## config.mk

```make
export PLATFORM = sky130hd
export DESIGN_NAME = base64_url_decoder_unit
export DESIGN_NICKNAME = d
export VERILOG_FILES = /design/src/hw/rtl/b64d_pkg.sv /design/src/hw/rtl/b64d_front.sv /design/src/hw/rtl/b64d_queue.sv /design/src/hw/rtl/b64d_back.sv /design/src/hw/rtl/base64_url_decoder_unit.sv
export VERILOG_INCLUDE_DIRS = /design/src /design/src/hw/rtl
export SDC_FILE = /design/constraint.sdc
export NUM_CORES = 1
export LEC_CHECK = 0
export ABC_CLOCK_PERIOD_IN_PS = 8200
export BUFFER_PORTS_ARGS = -buffer_cell sky130_fd_sc_hd__buf_4
export CAP_MARGIN = 0
export CORE_AREA = 5 5 244 151
export CTS_CLUSTER_SIZE = 30
export DETAILED_ROUTE_END_ITERATION = 6
export DIE_AREA = 0 0 249 156
export GPL_TIMING_DRIVEN = 0
export PLACE_DENSITY = 0.4
export SLEW_MARGIN = 40
export SYNTH_ARGS = -nofsm -noshare
export SYNTH_HDL_FRONTEND = slang
export SYNTH_HIERARCHICAL = 1
export SYNTH_SLANG_ARGS = --single-unit
```

## constraint.sdc

```tcl
create_clock -name clk -period 8.2 [get_ports clk]
set_clock_uncertainty 0.05 [all_clocks]
set_input_delay 0.41 -clock clk [delete_from_list [all_inputs] [get_ports clk]]
set_output_delay 0.41 -clock clk [all_outputs]
set_load 0.1 [all_outputs]
```

## src/hw/rtl/base64_url_decoder_unit_defines.svh

```systemverilog
// Assertion macros for the base64url decoder.
`ifndef BASE64_URL_DECODER_UNIT_DEFINES_SVH
`define BASE64_URL_DECODER_UNIT_DEFINES_SVH

// Same-cycle implication, sampled on clk, off during reset.
`define B64D_ASSERT_NOW(lbl, ante, cons, msg) \
  lbl: assert property (@(posedge clk) disable iff (rst) (ante) |-> (cons)) else $error(msg);

// Next-cycle implication, sampled on clk, off during reset.
`define B64D_ASSERT_NEXT(lbl, ante, cons, msg) \
  lbl: assert property (@(posedge clk) disable iff (rst) (ante) |=> (cons)) else $error(msg);

`endif

```

## src/hw/rtl/b64d_pkg.sv

```systemverilog
`default_nettype none
package b64d_pkg;

  localparam logic [7:0] CHAR_PAD   = 8'h3D;  // '='
  localparam logic [7:0] CHAR_DASH  = 8'h2D;  // '-'
  localparam logic [7:0] CHAR_SPACE = 8'h20;  // ' '
  localparam logic [7:0] CHAR_NUL   = 8'h00;
  localparam logic [5:0] SEXTET_DASH = 6'd62;
  localparam logic [5:0] SEXTET_UNDS = 6'd63;
  localparam logic [7:0] COUNT_MAX   = 8'd255;

  // One queue entry: everything a single character produces.
  typedef struct packed {
    logic [2:0][7:0] data;    // decoded bytes, entry 0 goes out first
    logic [1:0]      nbytes;  // 0..3 bytes valid
    logic            is_end;  // status item follows the bytes
    logic            fail;
    logic [7:0]      count;
  } b64d_job_t;

  typedef struct packed {
    logic full;
    logic empty;
  } b64d_qstat_t;

  // bit 6 set: not part of the alphabet
  function automatic logic [6:0] sextet_of(input logic [7:0] c);
    logic [6:0] r;
    r = 7'h40;
    if (c >= 8'h41 && c <= 8'h5A) r = {1'b0, 6'(c - 8'h41)};
    else if (c >= 8'h61 && c <= 8'h7A) r = {1'b0, 6'(c - 8'h61 + 8'd26)};
    else if (c >= 8'h30 && c <= 8'h39) r = {1'b0, 6'(c - 8'h30 + 8'd52)};
    else if (c == CHAR_DASH) r = {1'b0, SEXTET_DASH};
    else if (c == 8'h5F) r = {1'b0, SEXTET_UNDS};
    return r;
  endfunction

endpackage
`default_nettype wire

```

## src/hw/rtl/b64d_front.sv

```systemverilog
`default_nettype none
module b64d_front (
  input  wire logic              clk,
  input  wire logic              rst,
  input  wire logic              in_valid,
  output logic                   in_stall,
  input  wire logic [7:0]        in_char,
  input  wire logic              last_char,
  input  wire b64d_pkg::b64d_qstat_t q_stat,
  output logic                   push,
  output b64d_pkg::b64d_job_t    push_job
);
  import b64d_pkg::*;

  localparam logic [1:0] MSG_FIRST  = 2'd0;
  localparam logic [1:0] MSG_SECOND = 2'd1;
  localparam logic [1:0] MSG_LATER  = 2'd2;

  logic [1:0]  msg_pos, msg_pos_next;
  logic        held_dash, held_dash_next;
  logic [1:0]  grp_pos, grp_pos_next;
  logic [17:0] sextets, sextets_next;
  logic        third_pad, third_pad_next;
  logic        stopped, stopped_next;
  logic        err_seen, err_seen_next;
  logic [7:0]  dec_count, dec_count_next;

  logic        accept;
  logic        do_feed;
  logic [6:0]  sx;
  logic        bad;
  logic        pad4;
  logic [1:0]  nb;
  logic [8:0]  sum;
  logic        fail;
  logic [5:0]  s1, s2, s3;

  assign in_stall = q_stat.full;
  assign accept   = in_valid & ~in_stall;
  assign sx       = sextet_of(in_char);
  assign bad      = sx[6];

  always_comb begin
    msg_pos_next   = msg_pos;
    held_dash_next = held_dash;
    grp_pos_next   = grp_pos;
    sextets_next   = sextets;
    third_pad_next = third_pad;
    stopped_next   = stopped;
    err_seen_next  = err_seen;
    dec_count_next = dec_count;
    do_feed        = 1'b1;
    nb             = 2'd0;
    pad4           = 1'b0;
    s1             = 6'd0;
    s2             = 6'd0;
    s3             = 6'd0;
    sum            = 9'd0;
    fail           = 1'b0;
    push_job       = '0;

    // leading "- " handling
    case (msg_pos)
      MSG_FIRST: begin
        msg_pos_next = MSG_SECOND;
        if (in_char == CHAR_DASH && !last_char) begin
          held_dash_next = 1'b1;
          do_feed        = 1'b0;
        end
      end
      MSG_SECOND: begin
        msg_pos_next = MSG_LATER;
        if (held_dash) begin
          held_dash_next = 1'b0;
          if (in_char == CHAR_SPACE) begin
            do_feed = 1'b0;
          end else begin
            // the held dash lands as first sextet of the first group
            grp_pos_next = 2'd1;
            sextets_next = {12'd0, SEXTET_DASH};
          end
        end
      end
      default: begin
        msg_pos_next = msg_pos;
      end
    endcase

    if (do_feed && !stopped_next) begin
      if (grp_pos_next == 2'd0 && in_char == CHAR_NUL && dec_count_next != 8'd0) begin
        stopped_next = 1'b1;
      end else if (grp_pos_next <= 2'd1) begin
        if (bad) begin
          err_seen_next = 1'b1;
          stopped_next  = 1'b1;
        end else begin
          sextets_next = {sextets_next[11:0], sx[5:0]};
          grp_pos_next = grp_pos_next + 2'd1;
        end
      end else if (grp_pos_next == 2'd2) begin
        if (in_char == CHAR_PAD) begin
          third_pad_next = 1'b1;
          sextets_next   = {sextets_next[11:0], 6'd0};
          grp_pos_next   = 2'd3;
        end else if (bad) begin
          err_seen_next = 1'b1;
          stopped_next  = 1'b1;
        end else begin
          third_pad_next = 1'b0;
          sextets_next   = {sextets_next[11:0], sx[5:0]};
          grp_pos_next   = 2'd3;
        end
      end else begin
        pad4 = (in_char == CHAR_PAD);
        s1   = sextets_next[17:12];
        s2   = sextets_next[11:6];
        s3   = sextets_next[5:0];
        if (!pad4 && bad) begin
          err_seen_next = 1'b1;
          stopped_next  = 1'b1;
        end else begin
          push_job.data[0] = {s1, s2[5:4]};
          push_job.data[1] = {s2[3:0], s3[5:2]};
          push_job.data[2] = {s3[1:0], sx[5:0]};
          nb = third_pad_next ? 2'd1 : (pad4 ? 2'd2 : 2'd3);
          sum = {1'b0, dec_count_next} + {7'd0, nb};
          dec_count_next = sum[8] ? COUNT_MAX : sum[7:0];
          grp_pos_next   = 2'd0;
          sextets_next   = '0;
          third_pad_next = 1'b0;
          if (pad4) stopped_next = 1'b1;
        end
      end
    end

    push_job.nbytes = nb;
    push_job.is_end = last_char;
    if (last_char) begin
      fail = err_seen_next | (~stopped_next & (grp_pos_next != 2'd0));
      push_job.fail  = fail;
      push_job.count = fail ? 8'd0 : dec_count_next;
      // message finished: back to reset state
      msg_pos_next   = MSG_FIRST;
      held_dash_next = 1'b0;
      grp_pos_next   = 2'd0;
      sextets_next   = '0;
      third_pad_next = 1'b0;
      stopped_next   = 1'b0;
      err_seen_next  = 1'b0;
      dec_count_next = 8'd0;
    end
  end

  assign push = accept & ((nb != 2'd0) | last_char);

  always_ff @(posedge clk) begin
    if (rst) begin
      msg_pos   <= MSG_FIRST;
      held_dash <= 1'b0;
      grp_pos   <= 2'd0;
      sextets   <= '0;
      third_pad <= 1'b0;
      stopped   <= 1'b0;
      err_seen  <= 1'b0;
      dec_count <= 8'd0;
    end else if (accept) begin
      msg_pos   <= msg_pos_next;
      held_dash <= held_dash_next;
      grp_pos   <= grp_pos_next;
      sextets   <= sextets_next;
      third_pad <= third_pad_next;
      stopped   <= stopped_next;
      err_seen  <= err_seen_next;
      dec_count <= dec_count_next;
    end
  end

endmodule
`default_nettype wire

```

## src/hw/rtl/b64d_queue.sv

```systemverilog
`default_nettype none
module b64d_queue #(
  parameter int DEPTH = 4
) (
  input  wire logic                 clk,
  input  wire logic                 rst,
  input  wire logic                 push,
  input  wire b64d_pkg::b64d_job_t  push_job,
  input  wire logic                 pop,
  output b64d_pkg::b64d_job_t       head,
  output b64d_pkg::b64d_qstat_t     q_stat
);
  import b64d_pkg::*;

  localparam int PTR_W = (DEPTH > 1) ? $clog2(DEPTH) : 1;
  localparam int CNT_W = $clog2(DEPTH + 1);

  b64d_job_t        mem [DEPTH];
  logic [PTR_W-1:0] wr_ptr, rd_ptr;
  logic [CNT_W-1:0] count;
  logic             do_push, do_pop;

  assign q_stat.full  = (count == CNT_W'(DEPTH));
  assign q_stat.empty = (count == '0);
  assign do_push = push & ~q_stat.full;
  assign do_pop  = pop & ~q_stat.empty;
  assign head    = mem[rd_ptr];

  function automatic logic [PTR_W-1:0] bump(input logic [PTR_W-1:0] p);
    return (p == PTR_W'(DEPTH - 1)) ? '0 : p + PTR_W'(1);
  endfunction

  always_ff @(posedge clk) begin
    if (do_push) mem[wr_ptr] <= push_job;
  end

  always_ff @(posedge clk) begin
    if (rst) begin
      wr_ptr <= '0;
      rd_ptr <= '0;
      count  <= '0;
    end else begin
      if (do_push) wr_ptr <= bump(wr_ptr);
      if (do_pop)  rd_ptr <= bump(rd_ptr);
      if (do_push && !do_pop) count <= count + CNT_W'(1);
      else if (do_pop && !do_push) count <= count - CNT_W'(1);
    end
  end

endmodule
`default_nettype wire

```

## src/hw/rtl/b64d_back.sv

```systemverilog
`default_nettype none
module b64d_back (
  input  wire logic                  clk,
  input  wire logic                  rst,
  input  wire b64d_pkg::b64d_job_t   head,
  input  wire b64d_pkg::b64d_qstat_t q_stat,
  output logic                       pop,
  output logic                       out_valid,
  input  wire logic                  out_stall,
  output logic [7:0]                 out_byte,
  output logic                       has_byte,
  output logic                       run_last,
  output logic                       message_done,
  output logic                       failed,
  output logic [7:0]                 byte_count
);
  import b64d_pkg::*;

  b64d_job_t  cur;
  logic       cur_valid;
  logic [1:0] idx;
  logic [2:0] total;
  logic       take, job_done;

  assign total    = {1'b0, cur.nbytes} + {2'b00, cur.is_end};
  assign run_last = ({1'b0, idx} == (total - 3'd1));
  assign take     = out_valid & ~out_stall;
  assign job_done = take & run_last;
  assign pop      = ~q_stat.empty & (~cur_valid | job_done);

  assign out_valid    = cur_valid;
  assign has_byte     = (idx < cur.nbytes);
  assign out_byte     = has_byte ? cur.data[idx] : 8'd0;
  assign message_done = ~has_byte;
  assign failed       = message_done & cur.fail;
  assign byte_count   = message_done ? cur.count : 8'd0;

  always_ff @(posedge clk) begin
    if (pop) cur <= head;
  end

  always_ff @(posedge clk) begin
    if (rst) begin
      cur_valid <= 1'b0;
      idx       <= 2'd0;
    end else if (pop) begin
      cur_valid <= 1'b1;
      idx       <= 2'd0;
    end else if (job_done) begin
      cur_valid <= 1'b0;
      idx       <= 2'd0;
    end else if (take) begin
      idx <= idx + 2'd1;
    end
  end

endmodule
`default_nettype wire

```

## src/hw/rtl/base64_url_decoder_unit.sv

```systemverilog
// A character's first result is registered into the job queue, then into the output register.
// Throughput: one character per cycle unless the job queue is full; the output moves one result
//   per cycle while out_stall is low; a character yields up to four results (3 bytes + end status).
// The front stalls only when the job queue is full; the queue depth sets how long a burst lasts.
// Reset (rst, synchronous, active high): message state, queue and output stage empty.
`default_nettype none
`include "base64_url_decoder_unit_defines.svh"
module base64_url_decoder_unit #(
  parameter int QUEUE_DEPTH = 4
) (
  input  wire logic       clk,
  input  wire logic       rst,
  // character input
  input  wire logic       in_valid,
  output logic            in_stall,
  input  wire logic [7:0] in_char,
  input  wire logic       last_char,
  // result output
  output logic            out_valid,
  input  wire logic       out_stall,
  output logic [7:0]      out_byte,
  output logic            has_byte,
  output logic            run_last,
  output logic            message_done,
  output logic            failed,
  output logic [7:0]      byte_count
);
  import b64d_pkg::*;

  b64d_job_t   push_job;
  b64d_job_t   head;
  b64d_qstat_t q_stat;
  logic        push;
  logic        pop;

  // Front: keeps the whole message state and turns each character transfer into
  // one job (0-3 bytes plus optional end status). Characters that produce
  // nothing push nothing.
  b64d_front u_front (
    .clk       (clk),
    .rst       (rst),
    .in_valid  (in_valid),
    .in_stall  (in_stall),
    .in_char   (in_char),
    .last_char (last_char),
    .q_stat    (q_stat),
    .push      (push),
    .push_job  (push_job)
  );

  // Short job queue so front and back stall independently.
  b64d_queue #(
    .DEPTH (QUEUE_DEPTH)
  ) u_queue (
    .clk      (clk),
    .rst      (rst),
    .push     (push),
    .push_job (push_job),
    .pop      (pop),
    .head     (head),
    .q_stat   (q_stat)
  );

  // Back: holds one job in the output register and walks its results,
  // one transfer per cycle while out_stall is low, refilling from the queue on the last one.
  b64d_back u_back (
    .clk          (clk),
    .rst          (rst),
    .head         (head),
    .q_stat       (q_stat),
    .pop          (pop),
    .out_valid    (out_valid),
    .out_stall    (out_stall),
    .out_byte     (out_byte),
    .has_byte     (has_byte),
    .run_last     (run_last),
    .message_done (message_done),
    .failed       (failed),
    .byte_count   (byte_count)
  );

  // status item always closes the run of its character
  `B64D_ASSERT_NOW(a_done_is_last, out_valid && message_done, run_last, "end item not last of run")
  // a failed message reports no count
  `B64D_ASSERT_NOW(a_fail_no_count, out_valid && failed, byte_count == 8'd0, "failed with nonzero count")
  // front never pushes into a full queue
  `B64D_ASSERT_NOW(a_no_overflow, push, !q_stat.full, "push into full queue")
  // a stalled result stays on the port
  `B64D_ASSERT_NEXT(a_hold_result, out_valid && out_stall, out_valid && $stable(out_byte) && $stable(message_done), "stalled result changed")

endmodule
`default_nettype wire
```

# Yosys cells after proc, flatten, opt, wreduce, memory -nomap -nowiden
# Memory sizes are Yosys's and may differ from the RTL's. A register that Yosys moved wholly into a read port is not among the register bits.
# Cells that the tools add are included.
dict set report word_totals {
  ff_bits 44
  mem_bits_rw 144
  in_bits 13
  out_inout_bits 22
  wordCells 195
  mem_count 1
}
dict set report op_classes {
  add_sub_neg 14
  magnitude_cmp 9
  n_eq_ne 15
  mux 95
  bitwise_logic 18
  n_reduce_logical 30
}
# memory words width rd rd_ports_with_merged_regs write_ports line_no
set mem_list {}
lappend mem_list {u_queue.mem 4 36 1 1 1 b64d_queue.sv:18} ;# b64d_job_t mem [DEPTH];
# operator count
set ops {}
lappend ops {{18-bit 2-to-1 mux} 11}
lappend ops {{24-bit 2-to-1 mux} 5}
lappend ops {{8-bit 2-to-1 mux} 11}
lappend ops {{2-bit 2-to-1 mux} 21}
lappend ops {{1-bit 2-to-1 mux} 35}
lappend ops {{7-bit 2-to-1 mux} 5}
lappend ops {{8-bit by 6-bit equality test with 1-bit output (second input constant)} 3}
lappend ops {{8-bit binary-select mux with 2-bit select} 1}
lappend ops {{8-bit by 7-bit >= comparator with 1-bit output (second input constant)} 2}
lappend ops {{8-bit by 7-bit <= comparator with 1-bit output (second input constant)} 2}
lappend ops {{6-bit subtractor (second input constant)} 2}
lappend ops {{1-bit logical AND} 10}
lappend ops {{2-bit nonzero test} 5}
lappend ops {{8-bit by 2-bit adder with 9-bit output} 1}
lappend ops {{1-bit AND} 9}
lappend ops {{9-bit 2-to-1 mux} 1}
lappend ops {{2-bit by 1-bit adder with 2-bit output (second input constant)} 4}
lappend ops {{8-bit by 7-bit equality test with 1-bit output (second input constant)} 1}
lappend ops {{8-bit by 6-bit >= comparator with 1-bit output (second input constant)} 1}
lappend ops {{8-bit by 6-bit <= comparator with 1-bit output (second input constant)} 1}
lappend ops {{8-bit zero test} 1}
lappend ops {{8-bit nonzero test} 1}
lappend ops {{6-bit by 5-bit adder with 6-bit output (second input constant)} 1}
lappend ops {{6-bit adder (second input constant)} 1}
lappend ops {{other kinds (27)} 46}

# Logic depth before layout (Yosys ltp)
dict set report logic_depth {
  ltp_word 20
  mapped_depth 22
  ltp_nobuf 20
}

# By module
# Netlist, hierarchy kept.
# mod instances cells_each area_per_inst_um2 seq_area_each_um2
set by_module_without_submodules {}
lappend by_module_without_submodules {b64d_queue 1 238 5699.2 4504.3}
lappend by_module_without_submodules {b64d_front 1 360 2844.0 680.7}
lappend by_module_without_submodules {b64d_back 1 110 1602.8 1141.1}

# Least setup slack after synthesis
# Ideal clock, no wire load.
dict set report synth_path {
  path_type {reg-to-reg}
  from {register, netlist name u_back/cur[10]}
  to {register u_queue.count[2]}
  setup_ns 0.070
  arrival_time_ns 4.746
  required_time_ns 8.080
  setup_slack_ns 3.334
  stages_incl_launch_ff 14
  n_path_buf 0
  period_less_slack_ns 4.866
  path_cell_list {edfxtp_1 > inv_1 > ha_1 > ha_1 > xnor2_1 > nor3_2 > o2bb2ai_1 > o31ai_2 > ha_1 > inv_1 > fa_1 > xor2_1 > or3_1 > a21oi_1}
}
dict set report synth_via {
  elab_chain_len 10
  elab_cells_between_ends 12
  cone_classes {add/sub: 2; eq/ne: 1; mux: 1; bitwise: 4; reduce/logical: 4}
}
# element line_no
set synth_lines {}
lappend synth_lines {{2-bit by 1-bit adder with 3-bit output *} b64d_back.sv:25} ;# assign total = {1'b0, cur.nbytes} + {2'b00, cur.is_end};
lappend synth_lines {{3-bit by 1-bit subtractor with 3-bit output *} b64d_back.sv:26} ;# assign run_last = ({1'b0, idx} == (total - 3'd1));
lappend synth_lines {{2-bit by 3-bit equality test with 1-bit output *} b64d_back.sv:26}
lappend synth_lines {{net run_last} base64_url_decoder_unit.sv:23} ;# output logic run_last,
lappend synth_lines {{1-bit AND *} b64d_back.sv:28} ;# assign job_done = take & run_last;
lappend synth_lines {{1-bit bitwise OR *} b64d_back.sv:29} ;# assign pop = ~q_stat.empty & (~cur_valid | job_done);
lappend synth_lines {{1-bit AND *} b64d_back.sv:29}
lappend synth_lines {{net pop} base64_url_decoder_unit.sv:34} ;# logic pop;
lappend synth_lines {{1-bit AND *} b64d_queue.sv:26} ;# assign do_pop = pop & ~q_stat.empty;
lappend synth_lines {{1-bit zero test} b64d_queue.sv:45} ;# if (do_push && !do_pop) count <= count + CNT_W'(1);
lappend synth_lines {{1-bit logical AND} b64d_queue.sv:45}
lappend synth_lines {{3-bit 2-to-1 mux or 2-bit nonzero test (tied branches)} n/a}
lappend synth_lines {{end signal, assigned} b64d_queue.sv:45}
lappend synth_lines {{end signal, assigned} b64d_queue.sv:46} ;# else if (do_pop && !do_push) count <= count - CNT_W'(1);
lappend synth_lines {{end, declared} b64d_queue.sv:20} ;# logic [CNT_W-1:0] count;
# Mark *: on every way through the listed nets, which the timed path passes. The rest lies on a longest branch.
# A chain may end at the register's enable or synchronous reset.

# Worst setup path after layout
dict set report layout_path {
  from {input in_char[0]}
  to {register u_queue.count[2]}
}
dict set report layout_via {
  elab_chain_len 19
  elab_cells_between_ends 51
  cone_classes {order compare: 7; eq/ne: 5; mux: 20; bitwise: 3; reduce/logical: 16}
}
# element line_no
set layout_lines {}
lappend layout_lines {{start, declared} base64_url_decoder_unit.sv:16} ;# input wire logic [7:0] in_char,
lappend layout_lines {{branches (longest 11 deep; another with 8-bit by 6-bit >= comparator with 1-bit output)} n/a}
lappend layout_lines {{2-bit 2-to-1 mux *} b64d_front.sv:89} ;# if (do_feed && !stopped_next) begin
lappend layout_lines {{2-bit nonzero test *} b64d_front.sv:154} ;# assign push = accept & ((nb != 2'd0) | last_char);
lappend layout_lines {{1-bit bitwise OR *} b64d_front.sv:154}
lappend layout_lines {{1-bit AND *} b64d_front.sv:154}
lappend layout_lines {{net push} base64_url_decoder_unit.sv:33} ;# logic push;
lappend layout_lines {{1-bit AND *} b64d_queue.sv:25} ;# assign do_push = push & ~q_stat.full;
lappend layout_lines {{net u_queue.do_push} b64d_queue.sv:21} ;# logic do_push, do_pop;
lappend layout_lines {{1-bit zero test} b64d_queue.sv:46}
lappend layout_lines {{1-bit logical AND} b64d_queue.sv:46}
lappend layout_lines {{2-bit nonzero test (no line)} n/a}
# Mark *: on every way through the listed nets, which the timed path passes.

==> impl_metrics.yaml <==
final_layout:
  area_growth_pct: 16.8
  nets: 811
  fin_cells: 1257
  drive_gt1_share_pct: 21.4
  diodes: 0
logic_synthesis:
  ys.flop_type: "edfxtp_1"
  syn_inst: 708
  ys_types: 86
  synth_edf_count: 180
  synth_seq_area_share_pct: 62.4
  ys_ff_latch: 226
  post_synth_instance_area_um2: 10100
  synth_nets: 747
  syn_area_per_cell_um2: 14.3
  ys_async_sr_fraction_pct: 0
  yosysWarnings: 6
worst_setup_path:
  critPathBufInv: 6
  setup.worst_path.class: "input port to flip-flop"
  worst_path_max_delay_cell: "nor2_1"
  critPathCaptureType: "flip-flop"
  crit_chain: "buf_4 -> inv_1 -> ha_1 -> nand2_1 -> o2111ai_4 -> nand2_1 -> ha_1 -> or3b_1 -> a2111oi_0 -> or3_1 -> buf_2 -> a41oi_2 -> buf_2 -> a21oi_1 -> nor2_1 -> bufinv_8 -> nor2_2 -> ha_1 -> inv_1 -> fa_1 -> xor2_1 -> or3_1 -> a21oi_1"
  r2r_slack_ps: 2860
  startpoint_type: "input port"
  path_max_fanout: 10
  worst_path_most_repeated_cell: "ha_1"
  cp_slowest_stage_delay_ps: 580
  crit_arrival_ps: 5850
  cp_top_family: "simple AND/OR/NAND/NOR gates"
  worstPathRequired_ps: 8590
cts:
  clkSinkCount: 226
  cts_buffers: 24
  path_clk_slew_ps: 60
  cts_hold_buf: 0
  clkLatencyLatePin_ps: 520
  cts_setup_buffers: 0
  cts_buffer_depth: 3
  cts_resized: 0
  cts_max_level: 1
  cts_tree: "yes"
  cts-root-buf: "clkbuf_16"
route:
  drtPass1Iterations: 5
  drt_wl_total_mm: 25.4
  ant_nets: 0
  drcViolationCount: 0
  vias: 6250
  wire_per_inst_um: 20.2
  vias_per_cell: 4.97
  initialDrtViolationCount: 452
timing:
  period_needed_ps: 5460
  hold_slack_ps: 54.3
  fmax_mhz: 183
  slew_viol_final: 0
  max_slew_margin_pct: 46.1
  period_share_pct: 66.6
  hold_viol: 0
  setup_tns_ps: 0
  rsz0062_at_grt: "no"
  worstMarginPinSlew_ps: 802
  finalSetupViolations: 0
placed_design:
  port_buffers: 32
  dp_cells: 1213
  gp_congestion: 0.837
  dp_hpwl_mm: 18.2
floorplanning:
  dieWidth_um: 249
  fp-row-count: 53
  core-area_um2: 34400
  die-area_um2: 38800
  io_pins: 35
  die_h_um: 156
  start_util_pct: 29.5
min_path:
  min_path_type: "input port to flip-flop"
power_and_ir_drop:
  irDropWorstVdd_uv: 194
  p_per_area_nw_per_um2: 325
  cellLeakagePower_nw: 3.92
global_routing:
  antenna_found_initial: 0
  overflow: 0
  grt_usage_pct: 12.9
  grt_pass1_wl_mm: 38.9
  grt_pass1_vias: 6316
  grt_max_degree: 25
flow_run:
  maxCapViolations: 0
status:
  outcome: "completed"
==> path summary, 6_finish.rpt <==
check	from	endpoint	cells after the start
worst max-delay path	in_char[0]	u_queue/count[2]	23
worst min-delay path	last_char	u_queue/mem[1][9]	1
worst max register to register	u_front/msg_pos[0]	u_queue/count[2]	19
worst min register to register	u_front/sextets[16]	u_front/sextets[16]	1
==> logic make-up after synthesis <==
group	count (synthesis)	synth area share, %
flip-flops	226	62.4
multiplexers	52	9.72
buffers and inverters	62	3.26
AO/OA/AOI/OAI	136	9.76
adder cells (fa/ha/maj)	26	3.35
XOR/XNOR	6	0.518
AND/OR/NAND/NOR	200	11.0
==> report_power, final <==
group | total (mW) | internal, mW | leakage, nW | switching (mW)
clock | 0.990 | 0.568 | 0.348 | 0.422
combinational | 1.36 | 0.404 | 1.60 | 0.960
sequential | 1.50 | 1.44 | 1.97 | 0.0558
total | 3.85 | 2.41 | 3.92 | 1.44
==> placed cells by master (no fill, tap or decap), drive strengths merged, types with 6 or more instances in the layout <==
master / netlist / final
edfxtp: 180 / 180
buf: 23 / 61
clkbuf: 16 / 51
nor2: 47 / 47
dfxtp: 46 / 46
nand2: 36 / 36
mux4: 36 / 36
a21oi: 34 / 34
ha: 24 / 24
and3: 22 / 22
inv: 21 / 21
o21ai: 20 / 20
nand3: 12 / 12
and2: 11 / 11
nor2b: 10 / 10
nand4: 10 / 10
nor3b: 10 / 10
nor3: 10 / 10
mux2: 9 / 9
clkinv: 1 / 9
nand2b: 8 / 8
a31oi: 8 / 8
a22o: 8 / 8
mux2i: 7 / 7
o2bb2ai: 7 / 7
or3: 6 / 6
==> sequential cells by signal, summed over array words and instances (netlist names), 2 cells and up, named ones only <==
signal / count
u_front/grp_pos: 2
u_front/sextets: 18
u_front/msg_pos: 2
u_queue/wr_ptr: 2
u_back/idx: 2
u_back/cur: 36
u_queue/rd_ptr: 2
u_queue/count: 3
u_queue/mem: 144
u_front/dec_count: 8
==> Yosys cell counts, types with 7 or more instances <==
| cell type | n | area (um2) |
|---|---|---|
| o21ai_0 | 15 | 75.1 |
| inv_1 | 19 | 71.3 |
| and3_1 | 22 | 138 |
| a22o_1 | 8 | 70.1 |
| nor3b_1 | 10 | 75.1 |
| nand2b_1 | 8 | 50.1 |
| nand4_1 | 10 | 62.6 |
| dfxtp_1 | 46 | 921 |
| o2bb2ai_1 | 7 | 61.3 |
| mux4_2 | 36 | 811 |
| mux2_2 | 8 | 90.1 |
| edfxtp_1 | 180 | 5410 |
| mux2i_1 | 7 | 70.1 |
| a21oi_1 | 34 | 170 |
| buf_6 | 7 | 78.8 |
| nand2_1 | 36 | 135 |
| nand3_1 | 11 | 55.1 |
| a31oi_1 | 8 | 50.1 |
| nor3_1 | 8 | 40.0 |
| buf_2 | 11 | 55.1 |
| nor2_1 | 43 | 161 |
| nor2b_1 | 10 | 62.6 |
| ha_1 | 24 | 300 |
| clkbuf_1 | 15 | 56.3 |
| and2_1 | 11 | 68.8 |
==> metal layers <==
layer / vias up / wire length (um) / GRT usage (%)
met5: - / 0 / 0
met4: 0 / 317 / 2.13
met3: 25 / 1160 / 2.32
met2: 158 / 10600 / 19.0
met1: 3181 / 13300 / 20.3
li1: 2886 / - / -
==> final cells by class <==
class / count / area, um2
fill: 3313 / 22600
sequential: 226 / 6330
buffer: 39 / 225
timing repair buffer: 38 / 363
clock inverter: 9 / 42.5
multi-input combinational: 420 / 3530
tap: 467 / 584
clock buffer: 35 / 673
inverter: 23 / 105
==> through the flow <==
stage / instance area (um2) / setup slack [ps] / power, mW / utilization (%)
3_5_place_dp: 11100 / 2300 / 2.91 / 32.4
4_1_cts: 11900 / 2830 / 3.92 / 34.4
6_report: 11900 / 2740 / 3.85 / 34.4
5_1_grt: 11900 / 2410 / 4.05 / 34.4
2_1_floorplan: 10100 / 3330 / 2.51 / -
3_3_place_gp: 11000 / 1870 / 2.85 / 31.9
==> worst reg2reg max path, cell delays in order, from the launching register on <==
cell and delay [ps]:
dfxtp_1 500, o2111a_2 470, nor2_2 130, ha_1 230, or3b_1 160, a2111oi_0 80, or3_1 350, buf_2 190
a41oi_2 280, buf_2 300, a21oi_1 170, nor2_1 580, bufinv_8 310, nor2_2 150, ha_1 220, inv_1 60
fa_1 370, xor2_1 180, or3_1 320, a21oi_1 160
Power figures use the tool's default switching activity.
